File: config.mk
export PLATFORM = sky130hd
export DESIGN_NAME = length_prefixed_sentence_deframer_core_flat
export DESIGN_NICKNAME = d
export VERILOG_FILES = /design/src/rtl/core/lpsd_pkg.sv /design/src/rtl/core/lpsd_if.sv /design/src/rtl/core/lpsd_step.sv /design/src/rtl/core/length_prefixed_sentence_deframer_core.sv /design/src/flat_wrapper.sv
export SDC_FILE = /design/constraint.sdc
export NUM_CORES = 1
export LEC_CHECK = 0
export BUFFER_PORTS_ARGS = -buffer_cell sky130_fd_sc_hd__buf_2
export CORE_ASPECT_RATIO = 1.4
export CORE_UTILIZATION = 62
export CTS_BUF_LIST = sky130_fd_sc_hd__clkbuf_2 sky130_fd_sc_hd__clkbuf_4 sky130_fd_sc_hd__clkbuf_8
export DETAILED_ROUTE_END_ITERATION = 10
export PLACE_DENSITY = 0.81
export SLEW_MARGIN = 20
export SYNTH_ARGS = -nofsm -noshare
export SYNTH_HDL_FRONTEND = slang
export SYNTH_SLANG_ARGS = --single-unit
File: constraint.sdc
create_clock -name clk -period 3.6 [get_ports clk]
set_clock_uncertainty 0.1 [all_clocks]
set_input_delay 0.72 -clock clk [delete_from_list [all_inputs] [get_ports clk]]
set_output_delay 0.72 -clock clk [all_outputs]
set_load 0.02 [all_outputs]
File: src/rtl/core/lpsd_pkg.sv
// Shared types, constants and keyword tables for the sentence deframer.
`timescale 1ns / 1ps
`default_nettype none
package lpsd_pkg;

	// Word length field width; decoded lengths saturate at 2^LENGTH_BITS-1.
	localparam int LENGTH_BITS = 32;
	localparam logic [31:0] LEN_LIMIT = 32'((64'd1 << LENGTH_BITS) - 64'd1);

	localparam int KW_NUM  = 4;
	localparam int KW_CHARS = 6;

	// Reply type codes
	localparam logic [2:0] REPLY_DONE  = 3'd0;
	localparam logic [2:0] REPLY_RE    = 3'd1;
	localparam logic [2:0] REPLY_TRAP  = 3'd2;
	localparam logic [2:0] REPLY_FATAL = 3'd3;
	localparam logic [2:0] REPLY_NONE  = 3'd4;

	// Prefix byte counts still expected after the marker byte
	localparam logic [2:0] PFX_LEFT_2B = 3'd1;
	localparam logic [2:0] PFX_LEFT_3B = 3'd2;
	localparam logic [2:0] PFX_LEFT_4B = 3'd3;
	localparam logic [2:0] PFX_LEFT_5B = 3'd4;

	localparam logic [7:0] KW_TEXT [KW_NUM][KW_CHARS] = '{
		'{8'h21, 8'h64, 8'h6F, 8'h6E, 8'h65, 8'h00},  // !done
		'{8'h21, 8'h72, 8'h65, 8'h00, 8'h00, 8'h00},  // !re
		'{8'h21, 8'h74, 8'h72, 8'h61, 8'h70, 8'h00},  // !trap
		'{8'h21, 8'h66, 8'h61, 8'h74, 8'h61, 8'h6C}   // !fatal
	};
	localparam logic [31:0] KW_LEN [KW_NUM] = '{32'd5, 32'd3, 32'd5, 32'd6};

	typedef struct packed {
		logic [2:0]  prefix_left;
		logic [31:0] acc;
		logic [31:0] payload_left;
		logic        first_word;
		logic [2:0]  match_pos;
		logic [3:0]  match_cand;
		logic [2:0]  reply_kind;
	} state_t;

	typedef struct packed {
		logic [7:0]  byte_out;
		logic        is_payload;
		logic        word_start;
		logic        word_end;
		logic        length_valid;
		logic [31:0] word_length;
		logic        sentence_end;
		logic [2:0]  reply_type;
	} result_t;

endpackage
`default_nettype wire

File: src/rtl/core/lpsd_if.sv
// Valid/ready channel interfaces for the raw byte stream and the tagged result stream.
`timescale 1ns / 1ps
`default_nettype none
interface lpsd_byte_if;
	logic       valid;
	logic       ready;
	logic [7:0] byte_in;

	modport source (output valid, output byte_in, input ready);
	modport sink   (input valid, input byte_in, output ready);
endinterface

interface lpsd_tag_if;
	logic        valid;
	logic        ready;
	logic [7:0]  byte_out;
	logic        is_payload;
	logic        word_start;
	logic        word_end;
	logic        length_valid;
	logic [31:0] word_length;
	logic        sentence_end;
	logic [2:0]  reply_type;

	modport source (output valid, output byte_out, output is_payload, output word_start,
		output word_end, output length_valid, output word_length, output sentence_end,
		output reply_type, input ready);
	modport sink   (input valid, input byte_out, input is_payload, input word_start,
		input word_end, input length_valid, input word_length, input sentence_end,
		input reply_type, output ready);
endinterface
`default_nettype wire

File: src/rtl/core/lpsd_step.sv
// Next-state and result logic for one stream byte.
`timescale 1ns / 1ps
`default_nettype none
module lpsd_step
	import lpsd_pkg::*;
(
	input  state_t     cur,
	input  logic [7:0] byte_in,
	output state_t     nxt,
	output result_t    res
);

	logic        complete;
	logic [31:0] acc_sat;

	always_comb begin
		nxt      = cur;
		complete = 1'b0;
		acc_sat  = '0;

		res              = '0;
		res.byte_out     = byte_in;
		res.reply_type   = REPLY_NONE;

		if (cur.payload_left != '0) begin
			res.is_payload = 1'b1;
			res.word_start = (cur.payload_left == cur.acc);
			if (cur.first_word) begin
				for (int i = 0; i < KW_NUM; i++) begin
					if (cur.match_pos >= 3'(KW_CHARS) || KW_TEXT[i][cur.match_pos] != byte_in) begin
						nxt.match_cand[i] = 1'b0;
					end
				end
				if (cur.match_pos != 3'd7) begin
					nxt.match_pos = cur.match_pos + 3'd1;
				end
			end
			nxt.payload_left = cur.payload_left - 32'd1;
			if (cur.payload_left == 32'd1) begin
				res.word_end = 1'b1;
				if (cur.first_word) begin
					// lowest surviving candidate wins
					nxt.reply_kind = REPLY_NONE;
					for (int i = KW_NUM - 1; i >= 0; i--) begin
						if (nxt.match_cand[i]) begin
							nxt.reply_kind = 3'(i);
						end
					end
					nxt.first_word = 1'b0;
				end
			end
		end else if (cur.prefix_left != '0) begin
			nxt.acc         = {cur.acc[23:0], byte_in};
			nxt.prefix_left = cur.prefix_left - 3'd1;
			complete        = (cur.prefix_left == 3'd1);
		end else begin
			if (!byte_in[7]) begin
				nxt.acc  = {24'd0, byte_in};
				complete = 1'b1;
			end else if (!byte_in[6]) begin
				nxt.acc         = {26'd0, byte_in[5:0]};
				nxt.prefix_left = PFX_LEFT_2B;
			end else if (!byte_in[5]) begin
				nxt.acc         = {27'd0, byte_in[4:0]};
				nxt.prefix_left = PFX_LEFT_3B;
			end else if (!byte_in[4]) begin
				nxt.acc         = {28'd0, byte_in[3:0]};
				nxt.prefix_left = PFX_LEFT_4B;
			end else begin
				// 0xF0 and the reserved markers above it: four full bytes follow
				nxt.acc         = '0;
				nxt.prefix_left = PFX_LEFT_5B;
			end
		end

		if (complete) begin
			acc_sat          = (nxt.acc > LEN_LIMIT) ? LEN_LIMIT : nxt.acc;
			nxt.acc          = acc_sat;
			res.length_valid = 1'b1;
			res.word_length  = acc_sat;
			if (acc_sat == '0) begin
				res.sentence_end = 1'b1;
				res.reply_type   = cur.reply_kind;
				nxt.first_word   = 1'b1;
				nxt.reply_kind   = REPLY_NONE;
				nxt.match_pos    = '0;
				nxt.match_cand   = '1;
			end else begin
				nxt.payload_left = acc_sat;
				if (cur.first_word) begin
					nxt.match_pos = '0;
					for (int i = 0; i < KW_NUM; i++) begin
						nxt.match_cand[i] = (KW_LEN[i] == acc_sat);
					end
				end
			end
		end
	end

endmodule
`default_nettype wire

File: src/rtl/core/length_prefixed_sentence_deframer_core.sv
// Top level: length-prefixed sentence deframer with input and result registers.
// An accepted item is held in the byte register and then in the result register,
// from which the tag channel takes it.
// Throughput: one item per cycle; the byte register and the result register
// advance together whenever the result register is empty or being taken.
// Reset: arst_n clears both valid flags and returns the parser to expecting a
// length prefix of the first word of a sentence, reply type none.
`timescale 1ns / 1ps
`default_nettype none
module length_prefixed_sentence_deframer_core
	import lpsd_pkg::*;
(
	input  wire          clk,
	input  wire          arst_n,
	lpsd_byte_if.sink    byte_ch,
	lpsd_tag_if.source   tag_ch
);

	logic       valid_s1;
	logic [7:0] byte_s1;
	logic       res_valid_q;
	result_t    res_q;
	state_t     state_q;
	state_t     state_d;
	result_t    res_d;
	logic       advance;

	assign advance       = valid_s1 && (!res_valid_q || tag_ch.ready);
	assign byte_ch.ready = !valid_s1 || advance;

	lpsd_step u_step (
		.cur     (state_q),
		.byte_in (byte_s1),
		.nxt     (state_d),
		.res     (res_d)
	);

	always_ff @(posedge clk or negedge arst_n) begin
		if (!arst_n) begin
			valid_s1 <= 1'b0;
		end else if (byte_ch.ready) begin
			valid_s1 <= byte_ch.valid;
		end
	end

	always_ff @(posedge clk) begin
		if (byte_ch.ready && byte_ch.valid) begin
			byte_s1 <= byte_ch.byte_in;
		end
	end

	always_ff @(posedge clk or negedge arst_n) begin
		if (!arst_n) begin
			res_valid_q <= 1'b0;
			state_q     <= '{prefix_left: '0, acc: '0, payload_left: '0, first_word: 1'b1,
				match_pos: '0, match_cand: '1, reply_kind: REPLY_NONE};
		end else begin
			if (advance) begin
				res_valid_q <= 1'b1;
				state_q     <= state_d;
			end else if (tag_ch.ready) begin
				res_valid_q <= 1'b0;
			end
		end
	end

	always_ff @(posedge clk) begin
		if (advance) begin
			res_q <= res_d;
		end
	end

	assign tag_ch.valid        = res_valid_q;
	assign tag_ch.byte_out     = res_q.byte_out;
	assign tag_ch.is_payload   = res_q.is_payload;
	assign tag_ch.word_start   = res_q.word_start;
	assign tag_ch.word_end     = res_q.word_end;
	assign tag_ch.length_valid = res_q.length_valid;
	assign tag_ch.word_length  = res_q.word_length;
	assign tag_ch.sentence_end = res_q.sentence_end;
	assign tag_ch.reply_type   = res_q.reply_type;

`ifndef SYNTHESIS
	a_payload_not_prefix: assert property (@(posedge clk) disable iff (!arst_n)
		res_valid_q && res_q.is_payload |-> !res_q.length_valid)
		else $error("payload item also flagged as length completion");
	a_end_is_zero_len: assert property (@(posedge clk) disable iff (!arst_n)
		res_valid_q && res_q.sentence_end |-> res_q.length_valid && res_q.word_length == '0)
		else $error("sentence end without a zero length");
	a_body_excl_prefix: assert property (@(posedge clk) disable iff (!arst_n)
		state_q.payload_left != '0 |-> state_q.prefix_left == '0)
		else $error("body and prefix counted at once");
	a_prefix_bound: assert property (@(posedge clk) disable iff (!arst_n)
		state_q.prefix_left <= PFX_LEFT_5B)
		else $error("prefix count out of range");
	a_stall_holds: assert property (@(posedge clk) disable iff (!arst_n)
		res_valid_q && !tag_ch.ready |=> res_valid_q && $stable(res_q))
		else $error("stalled result lost or changed");
`endif

endmodule
`default_nettype wire
File: src/flat_wrapper.sv
// flat-port wrapper written by rule: the top's interface ports become plain ports
module length_prefixed_sentence_deframer_core_flat import lpsd_pkg::*;
  (clk, arst_n, byte_ch_valid, byte_ch_byte_in, byte_ch_ready, tag_ch_valid, tag_ch_byte_out, tag_ch_is_payload, tag_ch_word_start, tag_ch_word_end, tag_ch_length_valid, tag_ch_word_length, tag_ch_sentence_end, tag_ch_reply_type, tag_ch_ready);
  lpsd_byte_if byte_ch_i ();
  lpsd_tag_if tag_ch_i ();
  input  wire clk;
  input  wire arst_n;
  input wire logic [$bits(byte_ch_i.valid)-1:0] byte_ch_valid;
  input wire logic [$bits(byte_ch_i.byte_in)-1:0] byte_ch_byte_in;
  output wire logic [$bits(byte_ch_i.ready)-1:0] byte_ch_ready;
  output wire logic [$bits(tag_ch_i.valid)-1:0] tag_ch_valid;
  output wire logic [$bits(tag_ch_i.byte_out)-1:0] tag_ch_byte_out;
  output wire logic [$bits(tag_ch_i.is_payload)-1:0] tag_ch_is_payload;
  output wire logic [$bits(tag_ch_i.word_start)-1:0] tag_ch_word_start;
  output wire logic [$bits(tag_ch_i.word_end)-1:0] tag_ch_word_end;
  output wire logic [$bits(tag_ch_i.length_valid)-1:0] tag_ch_length_valid;
  output wire logic [$bits(tag_ch_i.word_length)-1:0] tag_ch_word_length;
  output wire logic [$bits(tag_ch_i.sentence_end)-1:0] tag_ch_sentence_end;
  output wire logic [$bits(tag_ch_i.reply_type)-1:0] tag_ch_reply_type;
  input wire logic [$bits(tag_ch_i.ready)-1:0] tag_ch_ready;
  assign byte_ch_i.valid = byte_ch_valid;
  assign byte_ch_i.byte_in = byte_ch_byte_in;
  assign byte_ch_ready = byte_ch_i.ready;
  assign tag_ch_valid = tag_ch_i.valid;
  assign tag_ch_byte_out = tag_ch_i.byte_out;
  assign tag_ch_is_payload = tag_ch_i.is_payload;
  assign tag_ch_word_start = tag_ch_i.word_start;
  assign tag_ch_word_end = tag_ch_i.word_end;
  assign tag_ch_length_valid = tag_ch_i.length_valid;
  assign tag_ch_word_length = tag_ch_i.word_length;
  assign tag_ch_sentence_end = tag_ch_i.sentence_end;
  assign tag_ch_reply_type = tag_ch_i.reply_type;
  assign tag_ch_i.ready = tag_ch_ready;
  length_prefixed_sentence_deframer_core u_core (.clk(clk), .arst_n(arst_n), .byte_ch(byte_ch_i), .tag_ch(tag_ch_i));
endmodule
==> results.md <==
Critical path:
- The worst setup path is captured at a register.
- The startpoint-to-endpoint class of the critical path is register to register.
- The arrival time at the worst endpoint is 3.49 ns.
- STA classifies the critical path startpoint as a register.
- Along the worst path, the maximum fanout reaches 18.
- The endpoint required time on the critical path is 3.87 ns.

Place:
- The weighted congestion at the end of routability-driven global placement is 0.983.
- The half-perimeter wire length of the detailed placement result is 16.4 mm.
- The total placed instance area is 0.00806 sq mm.
- The post-placement worst setup slack is 0.528 ns.
- Buffers placed on the I/O ports in this run total 61.

Routing:
- The detailed-routing iteration count for the pre-antenna-repair pass is 6.
- The detailed-route vias per instance is 6.87.
- The count of routing violations after the opening detailed-route iteration is 534.
- In this run the remaining antenna-violating nets after routing total 0.
- The count of vias placed by the detailed router is 6792.
- The final routed wirelength across all metal layers is 23.4 mm.
- After detailed routing, the number of remaining DRC violations is 0.
- The wire length per cell is 23.7 um.

STA:
- Setup slack closes at 0.379 ns.
- The number of hold-slack violations in the final timing report is 0.
- The final critical path time including I/O delays and setup is 3.22 ns.
- The number of pins exceeding their max-slew limit in the final report is 0.
- The pin slew with the least headroom to its limit is 0.831 ns.
- After layout, the worst path uses 89.5% of the clock period.
- Setup repair after global routing left no endpoint under its margin.
- On the final layout, the worst hold slack is 0.200 ns.
- The max-slew headroom at the worst pin is 43.2%.
- Setup violations remaining at the end of the flow were counted as 0.
- The accumulated negative setup slack is 0 ns.
- Based on the critical path, the design can be clocked at up to 310 MHz.

Global route:
- The all-layer global routing usage is 39.2%.
- The via count of the first global-routing pass is 6698.
- The global-route wire length before repair is 36.5 mm.
- The largest net degree at the start of global routing is 81.
- The number of antenna violations at the first check in global routing came to 0.
- After global routing the overflow that remains totals 0.

Clocking:
- Clock-pin slew was measured on the worst setup and hold paths at 0.08 ns.
- The clock root buffer is sky130_fd_sc_hd__clkbuf_8.
- In this run the number of H-tree levels came out at 4.
- TritonCTS built the clock tree.
- The number of clock sinks seen by CTS is 136.
- The clock reaches the later pin of the worst-skew pair after 0.46 ns.
- The number of buffers added to fix hold violations after cts is 0.
- The number of buffers added by the clock tree synthesis step is 17.
- After clock tree synthesis, the setup repair step added 0 buffers.
- Counting along the longest clock path gives a buffer depth of 2.
- The number of gates resized after CTS was 0.

Worst hold path:
- The class of the most critical hold timing path is input port to async pin.

Final layout:
- Relative to the synthesized area, the layout overhead comes to 10.8%.
- The cell area after layout is 0.00844 sq mm.
- 0 antenna diodes ended up in the layout.
- At the end of the flow, the number of nets in the layout was 852.
- Cells with a size suffix above 1 make up 17.3% of the layout.
- The layout has 921 filler cells.

Yosys:
- The cell area that synthesis handed to floorplanning was 0.00762 sq mm.
- The post-synthesis sequential area ratio is 48.5%.
- The share of flip-flops with an asynchronous set or reset is 58.8%.
- The number of warning messages in the yosys log is 0.
- The post-synthesis cell count is 781.
- The average cell area after synthesis is 9.75 sq um.
- In this run, distinct cell masters in the synthesized netlist total 78.
- The number of synthesized flops with an enable pin is 56.
- In the synthesized netlist the dominant register cell turns out to be sky130_fd_sc_hd__dfrtp_1.
- The flop and latch count out of synthesis is 136.
- The number of nets in the synthesized netlist is 804.

Power:
- The power dissipated by switching net loads is 1.55 mW.
- The cell leakage power is 3.46 nW.
- The proportion of power drawn by combinational gates is 22.3%.
- The switching share of total power is 36.1%.
- VDD sags by at most 0.278 mV.
- The share of total power dissipated in sequential elements is 48.5%.
- The clock network burns 29.2% of the power.
- The internal power of the cells is 2.73 mW.
- The power per cell area is 507 mW/mm^2.

Floorplanning:
- The floorplan step defined a die boundary enclosing 0.0127 sq mm.
- The initial cell density of the core is 64.1%.
- The floorplan step set the die width to 95.7 um.
- The initialized floorplan defines 47 standard-cell rows.
- The floorplan die height is 133 um.
- The area of the placeable core is 0.0119 sq mm.
- The boundary pin count is 62.

Flow run:
- The tool flagged a number of max-cap violations equal to 0.

Run status:
- The flow ran to the end, and the final reports show no timing, DRC or antenna violations.
power by group through the flow:
| stage | clock network (mW) | logic (mW) | registers [mW] |
|---|---|---|---|
| final | 1.25 | 0.956 | 2.07 |
| after global routing | 1.31 | 1.05 | 2.09 |
| after CTS | 1.24 | 0.940 | 2.06 |
| after detailed placement | 0 | 0.928 | 2.09 |
| after global placement | 0 | 0.909 | 2.08 |
| after floorplan | 0 | 0.739 | 1.99 |
placed cells by master (no fill, tap or decap), drive strengths merged, types with 8 or more instances in the layout:
cell type / netlist / layout
buf: 11 / 82
o21ai: 77 / 77
dfrtp: 74 / 74
nand2: 65 / 65
edfxtp: 56 / 56
nor2: 55 / 55
nand2b: 34 / 34
a21oi: 34 / 34
nor4: 34 / 34
xor2: 33 / 33
inv: 20 / 28
o31ai: 19 / 19
nand3: 18 / 18
nor3: 18 / 18
clkbuf: 42 / 18
nand4: 14 / 14
and2: 12 / 12
nor2b: 12 / 12
ha: 11 / 11
or4: 9 / 9
nor4b: 8 / 8
a31oi: 8 / 8
and3: 8 / 8
area by class of cell:
class / count / area [sq um] / area share, %
sequential: 136 / 3690 / 43.7
multi-input combinational: 571 / 3630 / 43.0
timing repair buffer: 82 / 482 / 5.71
clock buffer: 18 / 241 / 2.86
tap: 147 / 184 / 2.18
clock inverter: 14 / 135 / 1.60
inverter: 21 / 78.8 / 0.934
registers in the layout, summed over array words and instances (netlist names), named ones only:
name / cells
u_core.tag_ch.byte_out: 8
u_core.tag_ch.is_payload: 1
u_core.byte_s1: 8
u_core.tag_ch.word_start: 1
u_core.tag_ch.valid: 1
u_core.tag_ch.reply_type: 3
u_core.tag_ch.word_end: 1
u_core.tag_ch.word_length: 32
u_core.tag_ch.length_valid: 1
u_core.state_q: 76
u_core.valid_s1: 1
u_core.tag_ch.sentence_end: 1
critical path, stage by stage (launching register included):
cell and delay, ns:
sky130_fd_sc_hd__dfrtp_1 0.49, sky130_fd_sc_hd__inv_1 0.13, sky130_fd_sc_hd__ha_1 0.23, sky130_fd_sc_hd__nor4b_1 0.60, sky130_fd_sc_hd__nand4_4 0.50, sky130_fd_sc_hd__clkinv_1 0.35, sky130_fd_sc_hd__o211ai_2 0.32, sky130_fd_sc_hd__o21ba_2 0.30
sky130_fd_sc_hd__mux2i_1 0.12
worst paths after layout:
path / cells after the start / slack, ns / startpoint / endpoint
worst max-delay path: 8 / 0.38 / u_core.state_q[11] / u_core.state_q[26]
worst min-delay path: 1 / 0.20 / arst_n / u_core.state_q[72]
worst max register to register: 8 / 0.38 / u_core.state_q[11] / u_core.state_q[26]
worst min register to register: 1 / 0.41 / u_core.valid_s1 / u_core.tag_ch.valid
max in group asynchronous: 1 / 2.67 / arst_n / u_core.state_q[15]
min in group clk: 1 / 0.33 / byte_ch_byte_in[5] / u_core.byte_s1[5]
logic make-up after synthesis:
kind of cell	share of synthesized area (%)
mux	1.07
fa+ha+maj	1.81
compound gates	16.5
xor+xnor	4.48
buf+inv	3.88
flops	48.5
simple gates	23.8
stage by stage:
stage	utilization [%]	cells	power, mW
2_1_floorplan	-	781	2.73
3_3_place_gp	67.9	957	2.99
3_5_place_dp	67.9	957	3.02
4_1_cts	71.0	989	4.24
5_1_grt	71.1	989	4.45
6_report	71.1	989	4.28
synth_stat cells, drive strengths merged (4+ instances only):
master	count	area share, %
or2	4	0.36
nor2	55	2.7
a31oi	8	0.66
nand2b	34	2.8
or3	6	0.56
dfstp	6	2.1
and3	8	0.66
dfrtp	74	24
nand4b	4	0.66
nor3b	7	0.69
and2	12	0.99
a21o	5	0.49
o22ai	6	0.49
a22o	5	0.57
a211oi	4	0.39
o31a	4	0.46
clkbuf	42	2.1
ha	11	1.8
edfxtp	56	22
nor2b	12	0.99
nand2	65	3.2
inv	20	0.99
xnor2	6	0.69
nor4b	8	0.92
nand4	14	1.4
o31ai	19	1.9
xor2	33	3.8
nor3	18	1.3
mux2i	7	0.92
nor4	34	3.3
buf	11	0.77
or4	9	0.99
a21oi	34	2.2
nand3	18	1.2
o21ai	77	5.1
routing by layer:
layer | track usage (%) | vias up | wire [um]
li1 | - | 2968 | -
met1 | 44.4 | 3284 | 8130
met5 | 0 | - | 0
met2 | 64.8 | 410 | 11900
met3 | 7.19 | 130 | 1650
met4 | 28.5 | 0 | 1770
(Power assumes the default switching activity.)
